**config.mk**
```make
export PLATFORM = sky130hd
export DESIGN_NAME = cpdcn_ctrl
export DESIGN_NICKNAME = d
export VERILOG_FILES = /design/src/hdl/cpd_column_normalizer_macros.svh /design/src/hdl/cpdcn_pkg.sv /design/src/hdl/cpdcn_ctrl.sv
export SDC_FILE = /design/constraint.sdc
export NUM_CORES = 1
export LEC_CHECK = 0
export ABC_AREA = 1
export BUFFER_PORTS_ARGS = -buffer_cell sky130_fd_sc_hd__buf_4
export CELL_PAD_IN_SITES_DETAIL_PLACEMENT = 1
export CELL_PAD_IN_SITES_GLOBAL_PLACEMENT = 1
export CORE_UTILIZATION = 42
export DETAILED_ROUTE_END_ITERATION = 16
export GPL_TIMING_DRIVEN = 1
export PLACE_DENSITY_LB_ADDON = 0.1
export SKIP_LAST_GASP = 1
export SLEW_MARGIN = 0
export SYNTH_ARGS = -nofsm -noshare
export SYNTH_HDL_FRONTEND = slang
export SYNTH_SLANG_ARGS = --single-unit
```
**constraint.sdc**
```tcl
create_clock -name clk -period 2.2 [get_ports clk]
set_input_delay 0.22 -clock clk [delete_from_list [all_inputs] [get_ports clk]]
set_output_delay 0.22 -clock clk [all_outputs]
set_load 0.01 [all_outputs]
```
**src/hdl/cpd_column_normalizer_macros.svh**
```systemverilog
// Assertion macros used by the column normalizer top level.
`ifndef CPD_COLUMN_NORMALIZER_MACROS_SVH
`define CPD_COLUMN_NORMALIZER_MACROS_SVH

// Same-cycle implication, checked at every rising clk outside reset.
`define CPD_ASSERT_IMP(label, ante, cons) \
  label: assert property (@(posedge clk) disable iff (rst) (ante) |-> (cons)) \
    else $error("cpd_column_normalizer: same-cycle check failed");

// Next-cycle implication, checked at every rising clk outside reset.
`define CPD_ASSERT_NXT(label, ante, cons) \
  label: assert property (@(posedge clk) disable iff (rst) (ante) |=> (cons)) \
    else $error("cpd_column_normalizer: next-cycle check failed");

`endif

```
**src/hdl/cpdcn_pkg.sv**
```systemverilog
// Shared types, codes and chain tables of the column normalizer.
package cpdcn_pkg;

  localparam int IDX_W = 6;

  localparam logic [2:0] TGT_A  = 3'd0;
  localparam logic [2:0] TGT_B  = 3'd1;
  localparam logic [2:0] TGT_C  = 3'd2;
  localparam logic [2:0] TGT_AA = 3'd3;
  localparam logic [2:0] TGT_BB = 3'd4;
  localparam logic [2:0] TGT_CC = 3'd5;

  localparam logic [1:0] FLD_RB = 2'd0;
  localparam logic [1:0] FLD_RC = 2'd1;
  localparam logic [1:0] FLD_IB = 2'd2;
  localparam logic [1:0] FLD_IC = 2'd3;

  localparam logic OPC_LOAD = 1'b0;

  typedef enum logic [3:0] {
    OP_NONE       = 4'd0,
    OP_CLEAR      = 4'd1,
    OP_CAPTURE    = 4'd2,
    OP_SQRT_INIT  = 4'd3,
    OP_SQRT_STEP  = 4'd4,
    OP_SQRT_SAVE  = 4'd5,
    OP_DIV_INIT   = 4'd6,
    OP_DIV_STEP   = 4'd7,
    OP_DIV_SAVE   = 4'd8,
    OP_LOAD_WRITE = 4'd9,
    OP_READ       = 4'd10,
    OP_MUL        = 4'd11,
    OP_SAT        = 4'd12,
    OP_OUT        = 4'd13
  } op_t;

  typedef struct packed {
    op_t        op;
    logic       half;
    logic [1:0] step;
    logic       mul_issue;
    logic       mul_acc;
    logic [1:0] part;
  } cmd_t;

  typedef struct packed {
    logic       opcode;
    logic [2:0] chain_len;
    logic       clear_last;
    logic       out_free;
  } status_t;

  function automatic logic [2:0] chain_len(input logic [2:0] tgt);
    logic [2:0] n;
    case (tgt)
      TGT_A:   n = 3'd2;
      TGT_B:   n = 3'd1;
      TGT_C:   n = 3'd1;
      TGT_AA:  n = 3'd4;
      TGT_BB:  n = 3'd2;
      TGT_CC:  n = 3'd2;
      default: n = 3'd0;
    endcase
    return n;
  endfunction

  // {use row index, table field}
  function automatic logic [2:0] chain_step(input logic [2:0] tgt, input logic [1:0] step);
    logic [2:0] s;
    case (tgt)
      TGT_A:   s = (step == 2'd0) ? {1'b0, FLD_RB} : {1'b0, FLD_RC};
      TGT_B:   s = {1'b0, FLD_IB};
      TGT_C:   s = {1'b0, FLD_IC};
      TGT_AA: begin
        case (step)
          2'd0:    s = {1'b1, FLD_RB};
          2'd1:    s = {1'b1, FLD_RC};
          2'd2:    s = {1'b0, FLD_RB};
          default: s = {1'b0, FLD_RC};
        endcase
      end
      TGT_BB:  s = {(step == 2'd0), FLD_IB};
      TGT_CC:  s = {(step == 2'd0), FLD_IC};
      default: s = {1'b0, FLD_RB};
    endcase
    return s;
  endfunction

endpackage

```
**src/hdl/cpdcn_ctrl.sv**
```systemverilog
// Controller state machine of the column normalizer.
module cpdcn_ctrl #(
  parameter int VALUE_WIDTH = 48,
  parameter int FRAC_BITS   = 24
) (
  input  logic              clk,
  input  logic              rst,
  input  logic              in_valid,
  output logic              in_stall,
  input  cpdcn_pkg::status_t status,
  output cpdcn_pkg::cmd_t    cmd
);
  import cpdcn_pkg::*;

  localparam int XW   = VALUE_WIDTH - 1 + FRAC_BITS;
  localparam int XE   = XW + (XW % 2);
  localparam int SW   = XE / 2;
  localparam int QW   = 2 * FRAC_BITS + 1;
  localparam int CMAX = (SW > QW) ? SW : QW;
  localparam int CW   = $clog2(CMAX + 1);

  typedef enum logic [13:0] {
    S_CLEAR    = 14'b00000000000001,
    S_IDLE     = 14'b00000000000010,
    S_DISPATCH = 14'b00000000000100,
    S_SQ_INIT  = 14'b00000000001000,
    S_SQ_STEP  = 14'b00000000010000,
    S_SQ_SAVE  = 14'b00000000100000,
    S_DV_INIT  = 14'b00000001000000,
    S_DV_STEP  = 14'b00000010000000,
    S_DV_SAVE  = 14'b00000100000000,
    S_LD_WRITE = 14'b00001000000000,
    S_RD       = 14'b00010000000000,
    S_MUL      = 14'b00100000000000,
    S_SAT      = 14'b01000000000000,
    S_OUT      = 14'b10000000000000
  } state_t;

  state_t        state, state_next;
  logic [CW-1:0] cnt, cnt_next;
  logic          half, half_next;
  logic [1:0]    step, step_next;

  assign in_stall = (state != S_IDLE);

  always_ff @(posedge clk) begin
    if (rst) begin
      state <= S_CLEAR;
      cnt   <= '0;
      half  <= 1'b0;
      step  <= 2'd0;
    end else begin
      state <= state_next;
      cnt   <= cnt_next;
      half  <= half_next;
      step  <= step_next;
    end
  end

  always_comb begin
    state_next = state;
    cnt_next   = cnt;
    half_next  = half;
    step_next  = step;
    cmd        = '0;
    cmd.op     = OP_NONE;
    cmd.half   = half;
    cmd.step   = step;
    case (state)
      S_CLEAR: begin
        cmd.op = OP_CLEAR;
        if (status.clear_last) state_next = S_IDLE;
      end
      S_IDLE: begin
        if (in_valid) begin
          cmd.op     = OP_CAPTURE;
          state_next = S_DISPATCH;
        end
      end
      S_DISPATCH: begin
        if (status.opcode == OPC_LOAD) begin
          half_next  = 1'b0;
          state_next = S_SQ_INIT;
        end else if (status.chain_len == 3'd0) begin
          state_next = S_OUT;
        end else begin
          step_next  = 2'd0;
          state_next = S_RD;
        end
      end
      S_SQ_INIT: begin
        cmd.op     = OP_SQRT_INIT;
        cnt_next   = '0;
        state_next = S_SQ_STEP;
      end
      S_SQ_STEP: begin
        cmd.op   = OP_SQRT_STEP;
        cnt_next = cnt + 1'b1;
        if (cnt == CW'(SW - 1)) state_next = S_SQ_SAVE;
      end
      S_SQ_SAVE: begin
        cmd.op    = OP_SQRT_SAVE;
        half_next = ~half;
        state_next = half ? S_DV_INIT : S_SQ_INIT;
      end
      S_DV_INIT: begin
        cmd.op     = OP_DIV_INIT;
        cnt_next   = '0;
        state_next = S_DV_STEP;
      end
      S_DV_STEP: begin
        cmd.op   = OP_DIV_STEP;
        cnt_next = cnt + 1'b1;
        if (cnt == CW'(QW - 1)) state_next = S_DV_SAVE;
      end
      S_DV_SAVE: begin
        cmd.op     = OP_DIV_SAVE;
        half_next  = ~half;
        state_next = half ? S_LD_WRITE : S_DV_INIT;
      end
      S_LD_WRITE: begin
        cmd.op     = OP_LOAD_WRITE;
        state_next = S_IDLE;
      end
      S_RD: begin
        cmd.op     = OP_READ;
        cnt_next   = '0;
        state_next = S_MUL;
      end
      S_MUL: begin
        cmd.op        = OP_MUL;
        cmd.part      = cnt[1:0];
        cmd.mul_issue = (cnt < CW'(4));
        cmd.mul_acc   = (cnt != '0);
        cnt_next      = cnt + 1'b1;
        if (cnt == CW'(4)) state_next = S_SAT;
      end
      S_SAT: begin
        cmd.op    = OP_SAT;
        step_next = step + 2'd1;
        state_next = ((3'(step) + 3'd1) == status.chain_len) ? S_OUT : S_RD;
      end
      S_OUT: begin
        if (status.out_free) begin
          cmd.op     = OP_OUT;
          state_next = S_IDLE;
        end
      end
      default: state_next = S_IDLE;
    endcase
  end

endmodule

```
==> results of run 1 <==
-- synthesized netlist by cell type (all sizes together), types with 2 or more instances --
| master | n |
|---|---|
| nand3b | 2 |
| a21oi | 13 |
| xor2 | 3 |
| dfxtp | 23 |
| nand3 | 34 |
| inv | 51 |
| nand4 | 8 |
| ha | 3 |
| nor3 | 8 |
| o21ai | 7 |
| nor2 | 51 |
| or2 | 4 |
| nand2 | 62 |
| buf | 3 |
-- kinds of logic after synthesis --
kind of cell               after synthesis
and+or+nand+nor                        171
buffers and inverters                   56
AOI/OAI and AO/OA                       24
DFF                                     23
xor gates and xnor gates                 4
adders and majority gates                3
-- sequential cells by signal (all words and copies together), names as in the netlist --
name and cells:
state 14, cnt 6, half 1, step 2
-- cell usage in the layout, fill, tap and decap left out, types with 8 or more instances in the layout --
| master | n |
|---|---|
| nor2_1 | 37 |
| nand4_1 | 8 |
| a21oi_1 | 10 |
| nor2_2 | 10 |
| buf_4 | 20 |
| nand2_1 | 54 |
| nor3_1 | 8 |
| nand3_1 | 31 |
| dfxtp_1 | 23 |
| inv_1 | 48 |
-- stage by stage --
| stage | power, mW | hold slack, ns | setup slack (ns) |
|---|---|---|---|
| after global placement | 1.73 | 0.475 | 0.375 |
| final | 2.01 | 0.204 | 0.153 |
| after floorplan | 1.43 | 0.398 | 0.720 |
| after CTS | 2.03 | 0.206 | 0.157 |
| after global routing | 2.16 | 0.214 | 0.00648 |
| after detailed placement | 1.74 | 0.488 | 0.364 |
-- power groups by stage --
stage	registers (mW)	clock network (mW)	logic, mW
finish	0.546	0.278	1.18
global route	0.558	0.300	1.30
CTS	0.548	0.288	1.19
detailed placement	0.558	0	1.18
global placement	0.553	0	1.18
floorplan	0.541	0	0.888
-- worst min-delay path by stage --
stage | start | endpoint
6_report | rst | cnt[2]
5_1_grt | rst | cnt[2]
4_1_cts | rst | cnt[2]
3_5_place_dp | step[1] | step[1]
3_3_place_gp | step[1] | step[1]
2_1_floorplan | rst | state[4]
-- cell type report --
class / count / area, um2 / share of cell area (%)
clock buffer: 4 / 45.0 / 2.28
sequential: 23 / 460 / 23.3
multi-input combinational: 202 / 1060 / 53.8
tap: 50 / 62.6 / 3.16
timing repair buffer: 20 / 150 / 7.59
inverter: 52 / 195 / 9.87
-- layer usage --
layer	part of all wire, %	vias to the layer above	GRT usage [%]
met2	49	30	42.7
met4	0.92	0	7.45
met3	2.9	5	2.74
met1	47	859	30.1
met5	0	-	0
li1	-	924	-
==> results by group, run 1 <==
Status
  – Status: complete, no violations

Worst setup path
  – Delay-heaviest family, CP: simple AND/OR/NAND/NOR gates
  – Reg2reg start: state[0]
  – Number of cells on the critical path: 8
  – Critical path data required time: 1.98 ns
  – R2R depth: 10
  – Cells along the critical path: nor2_2 > nand2_2 > nor2_4 > nand2_2 > nand2_1 > inv_1 > nand4_1 > buf_4
  – Critical path origin: state[0]
  – Setup crit end kind: output pin
  – CP Max Fanout: 11
  – Reg2Reg Setup Slack: 0.34 ns
  – Crit path kind: flop to output pin
  – CP peak stage delay: 0.34 ns
  – Setup crit start kind: flop
  – CP bufs+invs: 2
  – R2r endpoint: state[5]
  – Slowest-stage cell, CP: dfxtp_1
  – Cell mode on critical path: nand2_2
  – Worst EP arrival: around 1.8 ns
  – CP endpoint: cmd[9]

Synthesis
  – Synth Area in XOR/XNOR: 2.01%
  – Synth unique cells: 34
  – Number of synthesized flops with an enable pin: 0
  – Synth top area share: 26.4%
  – Cell Area, Synth: 1750 um2
  – Synth Area in Simple Gates: 48.7%
  – Compound-gate portion of the synthesized area: 8.03%
  – Flops & latches, synth: 23
  – Register area share after synthesis: 26.4%
  – Post-synthesis mux area share: 0%
  – Post-synthesis adder-cell area fraction: 2.15%
  – Leading cell types by total area after synthesis: dfxtp_1 26%, nand2_1 12%, inv_1 10%, nand3_1 8.9%, nor2_1 8.0%
  – Post-synth top area cell: dfxtp_1
  – Main synth FF type: dfxtp_1
  – Cells after Synth: 281
  – Largest family of logic cells by synthesized area: simple AND/OR/NAND/NOR gates
  – Async SR Flop Fraction: 0%
  – Synthesized net count: 293
  – Synth Area per Inst: 6.21 um2
  – Ys Warns: 0

Clock tree
  – Root Buffer: clkbuf_8
  – Post-CTS Resized: 0
  – Clk sinks: 23
  – Post-CTS setup repair buffer count: 0
  – Clk_lat worst skew: 0.27 ns
  – CTS max path bufs: 2
  – CTS tree: yes
  – H-Tree Depth: 1
  – Num CTS Buffers: 3
  – Hold Buf Count CTS: 0
  – Worst-path clk slew: approximately 0.090 ns

Timing
  – Max Fclk: 0.488 GHz
  – Setup_tns: 0 ns
  – Max-slew violations: 0
  – Final hold viol count: 0
  – Setup Viol. Count Final: 0
  – Clock Skew: 0.00165 ns
  – Crit path time final: 2.05 ns
  – Final cycle utilization of the critical path: 93.1%
  – Slew @ Worst Pin: 0.472 ns
  – Rel. slew slack: 68.3%
  – RSZ-0062 raised after global routing: false

Hold path
  – Hold Path Class: input pin to flop
  – Hold Path Depth: 2

Power and ir drop
  – Internal: slightly below 1 mW
  – Gate power share: between 50% and 60%
  – Register share of total power: between 20% and 30%
  – VDD IR-drop max: 0.000375 V
  – Switching Fraction: 50.7%
  – Net Switching: 1.02 mW
  – Clock share of power: 13.8%
  – Static leakage: 1.06 nW
  – PwrDens: ~1000 nW/um2

Job
  – Max-cap violations: 0

Floorplan
  – Core area: 4000 um2
  – Die Area: around 4400 um2
  – Die H: ~66 um
  – Starting density of the core: 43.6%
  – Die width: 66.5 um
  – Ports: 21
  – Placement Rows: 23

Detailed routing
  – DRT Pass-1 Iters: 4
  – Drt total wl: approximately 4.9 mm
  – Post-route ant nets: 0
  – DR vias: 1818
  – Routed WL per cell: 14.0 um
  – Vias/cell: 5.18
  – DRC Markers: 0
  – Starting DRC count in detailed routing: 70

Placed design
  – # placed instances: 347
  – Placed cell area: 1930 um2
  – # port buffers: 20
  – Post-DP HPWL: around 4 mm
  – Placer congestion estimate: 0.847

Finish
  – ANT cells: 0
  – # fillers: between 500 and 600
  – Layout area overhead: 13.3%
  – Layout Cell Area excl Fill: 1980 um2
  – Fin nets: between 300 and 400
  – Layout cells sized above 1: 18.9%
  – Final Non-Filler Cells: about 350
  – Final core utilization: 49.4%

Global routing
  – Global-route wire length before repair: ~8 mm
  – Vias in the first global route: 1741
  – GRT Residual Overflow: 0
  – Initial antenna violation count: 0
  – Largest net degree at the start of global routing: 14
  – Total GRT Usage: 24.1%
No activity file was read; power rests on OpenSTA's default activity.
==> inputs of run 2 (changes only) <==
CORE_UTILIZATION = 40   (was 42)
CTS_BUF_LIST = sky130_fd_sc_hd__clkbuf_2 sky130_fd_sc_hd__clkbuf_4 sky130_fd_sc_hd__clkbuf_8   (was default)
TNS_END_PERCENT = 100   (was default)
==> run 2 against run 1 <==
  * Final cell count unchanged
  * Die area grew 4.8%
  * Register-to-register slack improved by 0.02 ns
  * Clock skew grew 0.0065 ns
  * Maximum frequency rose by 0.31%
  * Sequential share of layout area barely moved
  * Clock-buffer cell count is the same
  * Critical endpoint unchanged
  * Setup slack better by 0.0063 ns
  * Combinational power hardly changed
  * First-iteration DRC count increased by 10%
  * Hold slack got worse by 0.0044 ns
  * Cell area is 0.19% higher
==> results by group, run 2 (synthesis gave the netlist of run 1 again) <==
Finish
  – ANT cells: 0
  – Commonest non-fill, non-tap cells in the layout: 54 x nand2_1, 48 x inv_1, 37 x nor2_1, 31 x nand3_1, 23 x dfxtp_1
  – Max reg flops: 14
  – Layout cells sized above 1: 19.3%
  – Largest reg by FF count: state
  – Register area: around 460 um2
  – Fin nets: approximately 310
  – Commonest non-fill, non-tap cell in the layout: nand2_1
  – Multi-input gate area: 1060 um2
  – Layout area overhead: 13.5%
  – Top flop regs: state (14), cnt (6), step (2)
  – # fillers: 599

Placed design
  – Worst slack, placed: 0.371 ns
  – # port buffers: 20
  – Placer congestion estimate: 0.877
  – Post-DP HPWL: ~4.1 mm

Detailed routing
  – DR vias: 1845
  – Routed WL per cell: 14.3 um
  – Drt total wl: 5.03 mm
  – DRC Markers: 0
  – Post-route ant nets: 0
  – Vias/cell: 5.26
  – Starting DRC count in detailed routing: 77
  – DRT Pass-1 Iters: 4

Worst setup path
  – Crit path kind: flop to output pin
  – Critical path origin: state[0]
  – Setup crit start kind: flop
  – R2R depth: 10
  – Reg2reg start: state[0]
  – R2r endpoint: state[5]
  – Critical path data required time: 1.98 ns
  – Worst EP arrival: approximately 1.8 ns
  – CP endpoint: cmd[9]
  – Setup crit end kind: output pin
  – Reg2Reg Setup Slack: 0.36 ns
  – CP Max Fanout: 11

Global routing
  – Vias in the first global route: 1828
  – GRT Residual Overflow: 0
  – Total GRT Usage: 24.3%
  – Initial antenna violation count: 0
  – Largest net degree at the start of global routing: 14
  – Global-route wire length before repair: 8.23 mm

Clock tree
  – CTS max path bufs: 2
  – CTS tree: yes
  – Hold Buf Count CTS: 0
  – Root Buffer: clkbuf_8
  – Clk_lat worst skew: 0.28 ns
  – Post-CTS setup repair buffer count: 0
  – H-Tree Depth: 1
  – Clk sinks: 23
  – Worst-path clk slew: ~0.1 ns
  – Post-CTS Resized: 0
  – Num CTS Buffers: 3

Floorplan
  – Core area: 4090 um2
  – Die Area: 4630 um2
  – Ports: 21
  – Starting density of the core: 42.7%
  – Die H: about 68 um
  – Placement Rows: 23
  – Die width: ~68 um

Power and ir drop
  – PwrDens: around 1000 nW/um2
  – Static leakage: between 1 and 1.5 nW
  – VDD IR-drop max: 0.000278 V

Timing
  – RSZ-0062 raised after global routing: false
  – Final hold viol count: 0
  – Final cycle utilization of the critical path: 92.8%
  – Rel. slew slack: 69.2%
  – Setup_tns: 0 ns
  – Clock Skew: just over 0.008 ns
  – Slew @ Worst Pin: 0.458 ns
  – Max Fclk: around 0.49 GHz
  – Setup Viol. Count Final: 0
  – Max-slew violations: 0
  – Crit path time final: 2.04 ns
  – Final WS setup: 0.159 ns

Hold path
  – HP Start: rst
  – Hold Path Class: input pin to flop

Status
  – Status: complete, no violations

Job
  – Max-cap violations: 0
run 2: worst max-delay path: stages, from the launching register on:
cell and delay (ns):
dfxtp_1 0.34, nor2_2 0.18, nand2_2 0.14, nor2_4 0.31
nand2_2 0.17, nand2_1 0.12, inv_1 0.06, nand4_1 0.09
buf_4 0.13
run 2: per-stage QoR:
step	instance area [um2]	utilization, %	power (mW)	instances	hold WS (ns)
final	1980	48.5	2.04	351	0.200
after global routing	1980	48.5	2.20	351	0.201
after CTS	1980	48.5	2.05	351	0.202
after detailed placement	1930	47.3	1.74	347	0.488
after global placement	1930	47.3	1.72	347	0.478
after floorplan	1750	-	1.43	281	0.398
run 2: metal layers:
metal	global-route usage [%]	share of wire, %	vias to the layer above	wire (um)
li1	-	-	929	-
met1	29.6	47	883	2360
met2	44.1	49	26	2480
met3	2.33	2.4	7	122
met4	7.55	1.4	0	70
met5	0	0	-	0
run 2: layout make-up:
class / instances / share of cell area [%]
Sequential cell: 23 / 23.2
Multi-Input combinational cell: 202 / 53.7
Timing Repair Buffer: 20 / 7.58
Tap cell: 50 / 3.16
Clock buffer: 4 / 2.46
Inverter: 52 / 9.85
run 2: how the worst min path moves through the flow:
stage	endpoint	depth (start not counted)
2_1_floorplan	state[4]	3
3_3_place_gp	step[1]	2
3_5_place_dp	step[1]	2
4_1_cts	cnt[1]	2
5_1_grt	cnt[1]	2
6_report	cnt[2]	2
run 2: where the power goes:
group	internal (mW)	total [mW]	switching, mW	leakage (nW)
clock	0.143	0.305	0.162	0.0262
sequential	0.480	0.547	0.0667	0.186
combinational	0.381	1.19	0.809	0.849
